## src/rtl/sliding_window_k_smallest_sum_min_unit_macros.svh

```systemverilog
// Assertion macros for the sliding-window k-smallest-sum unit.
// Used by the top level only; no dependencies.
`ifndef SLIDING_WINDOW_K_SMALLEST_SUM_MIN_UNIT_MACROS_SVH
`define SLIDING_WINDOW_K_SMALLEST_SUM_MIN_UNIT_MACROS_SVH
`ifndef SYNTH
`define SWKS_ASSERT_SAME(label, clk, rstn, a, b) \
    label: assert property (@(posedge clk) disable iff (!rstn) (a) |-> (b)) \
        else $error("assertion failed");
`define SWKS_ASSERT_NEXT(label, clk, rstn, a, b) \
    label: assert property (@(posedge clk) disable iff (!rstn) (a) |=> (b)) \
        else $error("assertion failed");
`else
`define SWKS_ASSERT_SAME(label, clk, rstn, a, b)
`define SWKS_ASSERT_NEXT(label, clk, rstn, a, b)
`endif
`endif

```

## src/rtl/swks_pkg.sv

```systemverilog
// Shared types and constants for the sliding-window k-smallest-sum unit.
// No dependencies.
package swks_pkg;

    localparam int WINDOW_MAX_DEF = 64;
    localparam int VALUE_BITS_DEF = 30;
    localparam int CFG_W          = 7;

    localparam logic CFG_IDX_K_COUNT    = 1'b0;
    localparam logic CFG_IDX_WINDOW_LEN = 1'b1;

    typedef struct packed {
        logic accept;
        logic evict;
        logic insert;
        logic sum_start;
        logic sum_step;
        logic score;
        logic emit;
    } swks_cmd_t;

    typedef struct packed {
        logic head_seen;
        logic need_evict;
        logic full_after;
        logic sum_done;
        logic last;
        logic best_valid;
        logic out_free;
    } swks_sts_t;

endpackage

```

## src/rtl/swks_ctrl.sv

```systemverilog
// Controller state machine for the sliding-window k-smallest-sum unit.
// Depends on swks_pkg.
module swks_ctrl
    import swks_pkg::*;
(
    input  logic      aclk,
    input  logic      aresetn,
    input  logic      s_tvalid,
    output logic      s_tready,
    input  swks_sts_t sts,
    output swks_cmd_t cmd
);

    typedef enum logic [7:0] {
        S_IDLE   = 8'b0000_0001,
        S_EVCHK  = 8'b0000_0010,
        S_EVICT  = 8'b0000_0100,
        S_INSERT = 8'b0000_1000,
        S_SUM    = 8'b0001_0000,
        S_SCORE  = 8'b0010_0000,
        S_FIN    = 8'b0100_0000,
        S_OUT    = 8'b1000_0000
    } state_t;

    state_t state_reg, state_next;
    logic   final_reg, final_next;

    assign s_tready = (state_reg == S_IDLE);

    always_comb begin
        state_next = state_reg;
        final_next = final_reg;
        cmd        = '0;
        case (state_reg)
            S_IDLE: begin
                if (s_tvalid) begin
                    cmd.accept = 1'b1;
                    state_next = sts.head_seen ? S_EVCHK : S_FIN;
                end
            end
            S_EVCHK: begin
                state_next = sts.need_evict ? S_EVICT : S_INSERT;
            end
            S_EVICT: begin
                cmd.evict  = 1'b1;
                state_next = S_EVCHK;
            end
            S_INSERT: begin
                cmd.insert = 1'b1;
                if (sts.full_after) begin
                    cmd.sum_start = 1'b1;
                    final_next    = 1'b0;
                    state_next    = S_SUM;
                end else begin
                    state_next = S_FIN;
                end
            end
            S_SUM: begin
                if (sts.sum_done) begin
                    state_next = final_reg ? S_OUT : S_SCORE;
                end else begin
                    cmd.sum_step = 1'b1;
                end
            end
            S_SCORE: begin
                cmd.score  = 1'b1;
                state_next = S_FIN;
            end
            S_FIN: begin
                if (!sts.last) begin
                    state_next = S_IDLE;
                end else if (sts.best_valid) begin
                    state_next = S_OUT;
                end else begin
                    cmd.sum_start = 1'b1;
                    final_next    = 1'b1;
                    state_next    = S_SUM;
                end
            end
            S_OUT: begin
                if (sts.out_free) begin
                    cmd.emit   = 1'b1;
                    state_next = S_IDLE;
                end
            end
            default: begin
                state_next = S_IDLE;
            end
        endcase
    end

    always_ff @(posedge aclk) begin
        if (!aresetn) begin
            state_reg <= S_IDLE;
            final_reg <= 1'b0;
        end else begin
            state_reg <= state_next;
            final_reg <= final_next;
        end
    end

endmodule

```

## config.mk

```make
export PLATFORM = sky130hd
export DESIGN_NAME = swks_ctrl
export DESIGN_NICKNAME = d
export VERILOG_FILES = /design/src/rtl/sliding_window_k_smallest_sum_min_unit_macros.svh /design/src/rtl/swks_pkg.sv /design/src/rtl/swks_ctrl.sv
export SDC_FILE = /design/constraint.sdc
export NUM_CORES = 1
export LEC_CHECK = 0
export ABC_AREA = 1
export BUFFER_PORTS_ARGS = -buffer_cell sky130_fd_sc_hd__buf_2
export CORE_MARGIN = 3
export CORE_UTILIZATION = 50
export CTS_CLUSTER_SIZE = 8
export DETAILED_ROUTE_END_ITERATION = 10
export PLACE_DENSITY = 0.78
export SKIP_LAST_GASP = 1
export SLEW_MARGIN = 20
export SYNTH_ARGS = -nofsm -noshare
export SYNTH_HDL_FRONTEND = slang
export SYNTH_SLANG_ARGS = --single-unit
export TNS_END_PERCENT = 50
```

## constraint.sdc

```tcl
create_clock -name aclk -period 1.5 [get_ports aclk]
set_input_delay 0.3 -clock aclk [delete_from_list [all_inputs] [get_ports aclk]]
set_output_delay 0.3 -clock aclk [all_outputs]
set_load 0.01 [all_outputs]
```

======== Word-level counts from Yosys, hierarchy flattened ========
Cells that the tools add are included.
word-level totals
  output and inout port bits .............. 8
  bits in writable memories ............... 0
  latch bits .............................. 0
  memories kept ........................... 0
  ROM bits ................................ 0
  bits in registers ....................... 9
  input bits .............................. 10
operators by class
  shift operators ......................... 0
  equal/unequal tests ..................... 14
  muxes and demuxes ....................... 27
  multiply operators ...................... 0
  order comparisons ....................... 0
  reduce and logical (&&, ||, !) cells .... 3
  add/sub/neg operators ................... 0
  div/mod/pow operators ................... 0
  bitwise operators ....................... 0
operator list
  kind                                                                   count
  8-bit case mux with 8 select lines                                     1
  8-bit 2-to-1 mux                                                       6
  1-bit 2-to-1 mux                                                       15
  7-bit 2-to-1 mux                                                       2
  2-bit inequality test, second input constant                           6
  8-bit by 1-bit equality test with 1-bit output, second input constant  1
  8-bit by 2-bit equality test with 1-bit output, second input constant  1
  8-bit by 3-bit equality test with 1-bit output, second input constant  1
  8-bit by 4-bit equality test with 1-bit output, second input constant  1
  8-bit by 5-bit equality test with 1-bit output, second input constant  1
  8-bit by 6-bit equality test with 1-bit output, second input constant  1
  8-bit by 7-bit equality test with 1-bit output, second input constant  1
  8-bit equality test, second input constant                             1
  4-bit 2-to-1 mux                                                       1
  1-bit case mux with 2 select lines                                     2
  4-bit AND reduction                                                    1
  3-bit AND reduction                                                    1
  2-bit nonzero test                                                     1

======== Depth between registers and ports, before layout ========
Gate-level depths: netlist of the first run.
  word-level depth ........................ 3
  gate-level depth with buffers ........... 10
  gate-level depth less buffers ........... 10

======== Least setup slack after synthesis of the first run ========
OpenSTA, ideal clock, no wires.
  path type ............................... register to output
  from .................................... reg state_reg[6]
  to ...................................... out cmd[3] (netlist name)
  buffers on the path ..................... 0
  arrival ................................. 915 ps
  path slack .............................. 285 ps
  stages on the path, launching flop included .. 8
  required time ........................... 1200 ps
  cell sequence ........................... dfxtp_1 > inv_2 > nand2_4 > nor2_4 > nand2_1 > inv_1 > nand2_1 > nand2_1
RTL lines
  item                      line             RTL
  start: declaration        swks_ctrl.sv:25  state_t state_reg, state_next;
  start signal: assignment  swks_ctrl.sv:97  state_reg <= state_next;
  end: declaration          swks_ctrl.sv:11  output swks_cmd_t cmd

==> impl_results.md, run 1 <==
* Most common library cell in the layout ignoring fill and taps: sky130_fd_sc_hd__nand2_1
* CTS hold repair buffers at 0
* Startpoint of the worst-slack reg-to-reg timing path: state_reg[0]
* Initial Util at 0.566
* Area of all sequential standard cells at between 150 and 200 um^2
* Number of cells in the finished layout apart from fillers at 150
* Tot GR Track Use at 0.208
* Remaining design rule violation count at 0
* Die ar. at between 0.0015 and 0.002 mm^2
* Post-route worst hold slack at 196 ps
* Root buffer cell: sky130_fd_sc_hd__clkbuf_4
* CP Max Fanout at 4
* Transition time at the pin with the least slew margin at roughly 290 ps
* Core region area at about 0.0012 mm^2
* Number of cells produced by synthesis at slightly above 100
* Peak supply drop at slightly above 700 uV
* Total power per unit cell area at about 900 mW/mm^2
* Proportion of layout cells with a drive suffix above 1 at 0.581
* Number of library cell types mapped by synthesis at 20
* Slew HR at 0.807
* Met2 layer wire length in the routed design at 889 um
* HPWL after detailed placement at approximately 1.1 mm
* Ports at 18
* Die height at 42.7 um
* CP Data Arrival Time at roughly 1300 ps
* Total number of placement rows at 12
* Highest routed metal layer: met4
* Setup violators final at 2
* Routed metal-1 wire length at around 740 um
* Clock slew seen by the registers of the worst setup and hold paths at about 60 ps
* Largest register FFs at 8
* Number of global-route vias before repair at 699
* Sequential element share of the synthesized area at 0.268
* Post-layout min period at about 1600 ps
* Final number of max-transition violations at 0
* Post-synthesis instance area at ~670 um^2
* Met3 wire length at 88 um
* Placed Cells incl. Taps at 132
* Worst hold start: sts[5]
* Count of antenna-violating nets left after detailed routing at 0
* Max_cap viols at 0
* Vias post-DR at about 760
* Largest net degree at the start of global routing at 8
* Class of the most critical setup path: reg -> out
* Tcrit/Tclk final at 1.04
* Max Clock Skew at roughly 3.5 ps
* Post-detailed-route via-to-cell ratio at about 5.1
* Final hold violation count at 0
* Synthesized area per cell at 6.65 um^2
* Number of antenna violations at the first check in global routing at 0
* Origin of the worst setup path: state_reg[7]
* Diode insertion count for antenna repair at 0
* Static leakage at ~0.52 nW
* H-tree lvl count at 1
* Post-layout nets at about 150
* TritonCTS buffer count at 3
* Kind of start point of the critical path: flop
* Routed WL at roughly 1.8 mm
* TritonCTS clock tree: yes
* Sum of internal, switching and leakage power at around 0.00086 W
* Synthesized netlist net count at approximately 110
* Last weighted congestion value of the routability-driven placer at around 0.80
* Global-route congestion overflow total at 0
* Global-route wire length before repair at 2.80 mm
* WL per Instance at around 12 um
* Filler Cell Count at 76
* Multi-input combinational cell area at between 400 and 500 um^2
* Unrepaired setup endpoints after global routing: true
* Highest clock rate at around 640 MHz
* Die boundary width at between 40 and 50 um
* Number of DRC markers after the initial detailed-route iteration at 18
* Number of I/O port buffers at 17
* Area growth from synthesis to layout at 43.2%
* Worst hold path class: in -> reg
* Worst setup EP type: primary output
* Number of flip-flops and latches in the synthesized netlist at 9
* Pre-Repair DR Iteration Count at 4
* Insertion delay to the later sink of the worst-skew pair at approximately 270 ps
* Fin worst setup slack at -60.9 ps
* Violated checks: setup timing
* Leading cell types in the layout, fill and taps excluded: 18 x sky130_fd_sc_hd__nand2_1, 15 x sky130_fd_sc_hd__buf_2, 14 x sky130_fd_sc_hd__buf_4
* Worst path required time at between 1000 and 1500 ps
* End-of-flow core utilization at 0.811
* Total clock sinks at 9
* Run status: finished with violations
* Warning count from the yosys run at 0
* Maximum buffer depth of the clock tree at 2
-- worst max-delay path: stages, from the launching register on --
cell	delay, ps
sky130_fd_sc_hd__dfxtp_1	310
sky130_fd_sc_hd__inv_2	80
sky130_fd_sc_hd__nand2_4	80
sky130_fd_sc_hd__nor2_4	140
sky130_fd_sc_hd__nand2_2	80
sky130_fd_sc_hd__inv_2	70
sky130_fd_sc_hd__nand2_2	60
sky130_fd_sc_hd__nand2_2	80
sky130_fd_sc_hd__buf_6	100
-- kinds of logic (layout without fill, tap and decap cells) --
logic type,Yosys count,count (layout),synth area share
flip-flops,9,9,0.268
AO/OA/AOI/OAI,7,7,0.0521
buffers and inverters,21,56,0.117
AND/OR/NAND/NOR,64,64,0.562
-- through the flow --
stage,worst slack (ps),TNS [ps],instance area [um^2]
after floorplan,285,0,672
after global placement,194,0,774
after detailed placement,193,0,774
after CTS,-52.4,-86.5,908
after global routing,-157,-760,962
final,-60.9,-96.1,962
-- Yosys cell counts --
| cell | n | area, um^2 |
|---|---|---|
| sky130_fd_sc_hd__a21oi_1 | 3 | 15.0 |
| sky130_fd_sc_hd__dfxtp_1 | 9 | 180 |
| sky130_fd_sc_hd__inv_1 | 13 | 48.8 |
| sky130_fd_sc_hd__inv_2 | 8 | 30.0 |
| sky130_fd_sc_hd__nand2_1 | 22 | 82.6 |
| sky130_fd_sc_hd__nand2_2 | 6 | 37.5 |
| sky130_fd_sc_hd__nand2_4 | 5 | 56.3 |
| sky130_fd_sc_hd__nand3_1 | 3 | 15.0 |
| sky130_fd_sc_hd__nand3_2 | 2 | 20.0 |
| sky130_fd_sc_hd__nand3b_2 | 1 | 11.3 |
| sky130_fd_sc_hd__nand4_1 | 1 | 6.26 |
| sky130_fd_sc_hd__nor2_1 | 13 | 48.8 |
| sky130_fd_sc_hd__nor2_2 | 4 | 25.0 |
| sky130_fd_sc_hd__nor2_4 | 2 | 22.5 |
| sky130_fd_sc_hd__nor2_8 | 1 | 20.0 |
| sky130_fd_sc_hd__nor3_2 | 2 | 20.0 |
| sky130_fd_sc_hd__nor4_1 | 1 | 6.26 |
| sky130_fd_sc_hd__o21ai_0 | 1 | 5.00 |
| sky130_fd_sc_hd__o21ai_1 | 3 | 15.0 |
| sky130_fd_sc_hd__or2_0 | 1 | 6.26 |
-- metal layers --
metal | vias up | track usage
li1 | 376 | -
met1 | 352 | 0.214
met2 | 25 | 0.353
met3 | 6 | 0.0551
met4 | 0 | 0.155
met5 | - | 0
-- report_power, final --
part / switching (W) / internal, W
Combinational: 0.000240 / 0.000166
Sequential: 0.0000119 / 0.000257
Clock: 0.0000865 / 0.000103
Total: 0.000339 / 0.000525
-- worst paths after layout --
check / endpoint / slack, ps / cells after the start
max: cmd[3] / -60 / 8
min: state_reg[3] / 200 / 2
min reg2reg: state_reg[3] / 510 / 2
max reg2reg: state_reg[5] / 60 / 11
-- area by class of cell --
class	instances	share of cell area
sequential	9	0.192
timing repair buffer	31	0.211
clock buffer	4	0.0273
inverter	21	0.0845
tap	14	0.0182
multi-input combinational	71	0.467
-- timing repair --
action,CTS,global route
pin swaps,7,6
gates resized for setup,15,4
buffers inserted,8,6
setup endpoints to repair,6,8
Note: power is estimated with default switching activity, not from simulation.
==> run 2, diff against run 1 <==
ABC_AREA = unset   (was 1)
CORE_AREA = 3 3 40 42   (was unset)
CORE_MARGIN = unset   (was 3)
CORE_UTILIZATION = unset   (was 50)
DIE_AREA = 0 0 43 45   (was unset)
PLACE_DENSITY = 0.72   (was 0.78)
==> run 2 against run 1 <==
The flow still finishes with violations (setup timing); total power rose by 23%; final cell count fell by 4.0%; die area rose by 6.4%; hold slack worse by 3.5 ps; global-route usage up 4.0 points; wire length grew 41%; combinational power is 43% higher; cell area rose by 18%; via count up 12%; clock-buffer cell count stayed put; critical endpoint is now cmd[0]; largest cell class unchanged.
==> impl_results.md, run 2 <==
* HPWL after detailed placement at 1.46 mm (was 1.14 mm)
* Max_cap viols at 0 (unchanged)
* Peak supply drop at 704 uV (was 713 uV)
* Post-detailed-route via-to-cell ratio at 5.88 (was 5.06)
* Warning count from the yosys run at 0 (unchanged)
* Relative contribution of combinational cells to total power at 0.548 (was 0.470)
* WL per Instance at 17.3 um (was 11.7 um)
* Post-layout min period at 2090 ps (was 1560 ps)
* Die boundary width at 43 um (was 42.7 um)
* Sequential share of power at 0.267 (was 0.311)
* Synthesized area per cell at 7.76 um^2 (was 6.65 um^2)
* CP Data Arrival Time at 1790 ps (was 1260 ps)
* Number of library cell types mapped by synthesis at 30 (was 20)
* Synthesized netlist net count at 85 (was 111)
* Worst path required time at 1200 ps (about the same)
* Net switching component of the power at 0.000397 W (was 0.000339 W)
* Sw Share at 0.375 (was 0.392)
* Global-route wire length before repair at 3.50 mm (was 2.80 mm)
* Die height at 45 um (was 42.7 um)
* Violated checks: setup timing (unchanged)
* Fin worst setup slack at -589 ps (was -60.9 ps)
* Maximum buffer depth of the clock tree at 2 (unchanged)
* Slew HR at 0.781 (was 0.807)
* Proportion of layout cells with a drive suffix above 1 at 0.589 (was 0.581)
* CP Max Fanout at 5 (was 4)
* Count of flip-flops with a built-in enable after synthesis at 0 (unchanged)
* Worst setup EP type: primary output (unchanged)
* Diode insertion count for antenna repair at 0 (unchanged)
* Static leakage at 0.489 nW (was 0.524 nW)
* Total cell area at the placement stage at 881 um^2 (was 774 um^2)
* Total clock sinks at 9 (unchanged)
* Kind of start point of the critical path: flop (unchanged)
* Largest net degree at the start of global routing at 10 (was 8)
* Global-route congestion overflow total at 0 (unchanged)
* Number of global-route vias before repair at 777 (was 699)
* Run status: finished with violations (unchanged)
* Multi-input combinational cell area at 493 um^2 (was 449 um^2)
* Number of DRC markers after the initial detailed-route iteration at 50 (was 18)
* Post-layout nets at 140 (was 147)
* H-tree lvl count at 1 (unchanged)
* Sequential element share of the synthesized area at 0.310 (was 0.268)
* Tot GR Track Use at 0.248 (was 0.208)
* Highest clock rate at 479 MHz (was 641 MHz)
* Transition time at the pin with the least slew margin at 328 ps (was 289 ps)
* Number of antenna violations at the first check in global routing at 0 (unchanged)
* Max Clock Skew at 3.72 ps (was 3.55 ps)
* Core region area at 0.00128 mm^2 (was 0.00119 mm^2)
* Final hold violation count at 0 (unchanged)
* Number of cells produced by synthesis at 75 (was 101)
* Count of antenna-violating nets left after detailed routing at 0 (unchanged)
* Number of flip-flops and latches in the synthesized netlist at 9 (unchanged)
* Final number of max-transition violations at 0 (unchanged)
* Share of async-settable or async-resettable flops after synthesis at 0 (unchanged)
* Portion of total power attributed to the clock network at 0.186 (was 0.219)
* Routed WL at 2.49 mm (was 1.76 mm)
* End-of-flow core utilization at 0.883 (was 0.811)
* Last weighted congestion value of the routability-driven placer at 0.800 (was 0.797)
* Unrepaired setup endpoints after global routing: true (unchanged)
* Total number of placement rows at 13 (was 12)
* Largest register FFs at 8 (unchanged)
* Most common flop cell mapped by yosys: sky130_fd_sc_hd__dfxtp_1 (unchanged)
* Most common library cell in the layout ignoring fill and taps: sky130_fd_sc_hd__buf_4 (was sky130_fd_sc_hd__nand2_1)
* Pre-Repair DR Iteration Count at 4 (unchanged)
* Portion of synthesized cell area occupied by the leading cell type at 0.310 (was 0.268)
* Post-synth top cells: 9 x sky130_fd_sc_hd__dfxtp_1, 8 x sky130_fd_sc_hd__nor2_1, 7 x sky130_fd_sc_hd__nor4_1, 5 x sky130_fd_sc_hd__inv_1, 5 x sky130_fd_sc_hd__nand2b_1 (was 22 x sky130_fd_sc_hd__nand2_1, 13 x sky130_fd_sc_hd__inv_1, 13 x sky130_fd_sc_hd__nor2_1, 9 x sky130_fd_sc_hd__dfxtp_1, 8 x sky130_fd_sc_hd__inv_2)
* Tcrit/Tclk final at 1.39 (was 1.04)
* Post-synthesis instance area at 582 um^2 (was 672 um^2)
* Leading cell types in the layout, fill and taps excluded: 31 x sky130_fd_sc_hd__buf_4, 17 x sky130_fd_sc_hd__buf_2, 6 x sky130_fd_sc_hd__buf_6 (was 18 x sky130_fd_sc_hd__nand2_1, 15 x sky130_fd_sc_hd__buf_2, 14 x sky130_fd_sc_hd__buf_4)
* Number of cells in the finished layout apart from fillers at 144 (was 150)
* Filler Cell Count at 71 (was 76)
* Clock slew seen by the registers of the worst setup and hold paths at 60 ps (about the same)
* Leading area contributor after synthesis: sky130_fd_sc_hd__dfxtp_1 (unchanged)
* Initial Util at 0.453 (was 0.566)
* Total power per unit cell area at 933 mW/mm^2 (was 898 mW/mm^2)
* Worst hold path class: in -> reg (unchanged)
* Remaining design rule violation count at 0 (unchanged)
* Die ar. at 0.00194 mm^2 (was 0.00182 mm^2)
* Placed Cells incl. Taps at 125 (was 132)
* Largest cells by area after synthesis: sky130_fd_sc_hd__dfxtp_1 31%, sky130_fd_sc_hd__nor4_1 7.5%, sky130_fd_sc_hd__nand2b_1 5.4% (was sky130_fd_sc_hd__dfxtp_1 27%, sky130_fd_sc_hd__nand2_1 12%, sky130_fd_sc_hd__nand2_4 8.4%)
* Area of all sequential standard cells at 193 um^2 (was 185 um^2)
* Ports at 18 (unchanged)
* Vias post-DR at 847 (was 759)
* Insertion delay to the later sink of the worst-skew pair at 270 ps (about the same)
* Internal Dissipation at 0.000662 W (was 0.000525 W)
* Cell area after layout at 0.00113 mm^2 (was 962 um^2)
* TritonCTS clock tree: yes (unchanged)
* Dominant cell by count in the synthesized netlist: sky130_fd_sc_hd__dfxtp_1 (was sky130_fd_sc_hd__nand2_1)
* Root buffer cell: sky130_fd_sc_hd__clkbuf_4 (unchanged)
* Class of the most critical setup path: reg -> out (unchanged)
* TritonCTS buffer count at 3 (unchanged)
* Area growth from synthesis to layout at 95.1% (was 43.2%)
* Number of I/O port buffers at 17 (unchanged)
* Setup violators final at 17 (was 2)
==> run 2: power groups by stage <==
stage	clock network, W	logic, W	registers (W)
CTS	0.000199	0.000532	0.000278
detailed placement	0	0.000428	0.000283
global placement	0	0.000415	0.000282
floorplan	0	0.000261	0.000280
global route	0.000212	0.000623	0.000284
finish	0.000196	0.000580	0.000282
==> run 2: worst paths after layout <==
path / start / slack [ps] / to / cells after the start
worst max-delay path: state_reg[3] / -590 / cmd[0] / 5
worst min register to register: final_reg / 500 / final_reg / 2
worst max register to register: state_reg[2] / -490 / state_reg[5] / 6
worst min-delay path: sts[5] / 190 / state_reg[3] / 2
==> run 2: logic make-up after synthesis <==
group | count (synthesis) | synth area share
and+or+nand+nor | 41 | 0.417
AOI/OAI and AO/OA | 16 | 0.213
buffers and inverters | 9 | 0.0602
DFF | 9 | 0.310
==> run 2: cell type report <==
| class | instances | share of cell area |
|---|---|---|
| inverter | 5 | 0.0165 |
| multi-input combinational | 57 | 0.434 |
| clock buffer | 4 | 0.0232 |
| timing repair buffer | 54 | 0.340 |
| sequential | 9 | 0.170 |
| tap | 15 | 0.0165 |
==> run 2: per-layer routing <==
layer / GRT usage / up-vias / routed length [um]
li1: - / 399 / -
met1: 0.291 / 393 / 930
met2: 0.446 / 48 / 1340
met3: 0.0159 / 7 / 161
met4: 0.145 / 0 / 63
met5: 0 / - / 0
==> run 2: stage by stage <==
step / hold WS (ps) / power [W] / TNS (ps) / worst slack, ps
2_1_floorplan: 371 / 0.000542 / -3520 / -370
3_3_place_gp: 470 / 0.000697 / -3640 / -401
3_5_place_dp: 474 / 0.000711 / -4120 / -451
4_1_cts: 189 / 0.00101 / -5460 / -497
5_1_grt: 214 / 0.00112 / -7390 / -632
6_report: 192 / 0.00106 / -6190 / -589
==> run 2: what timing repair did <==
action,in CTS,in global routing
buffers inserted,10,5
resized for setup,16,13
pin swaps,9,7
endpoints found under the setup margin,17,17
hold buffers,0,0
==> run 2: critical path, cell delays in order, from the launching register on <==
cell and delay (ps):
sky130_fd_sc_hd__dfxtp_4 360, sky130_fd_sc_hd__buf_6 130, sky130_fd_sc_hd__or4_4 470, sky130_fd_sc_hd__nor3_4 150, sky130_fd_sc_hd__and4b_1 250, sky130_fd_sc_hd__buf_2 160
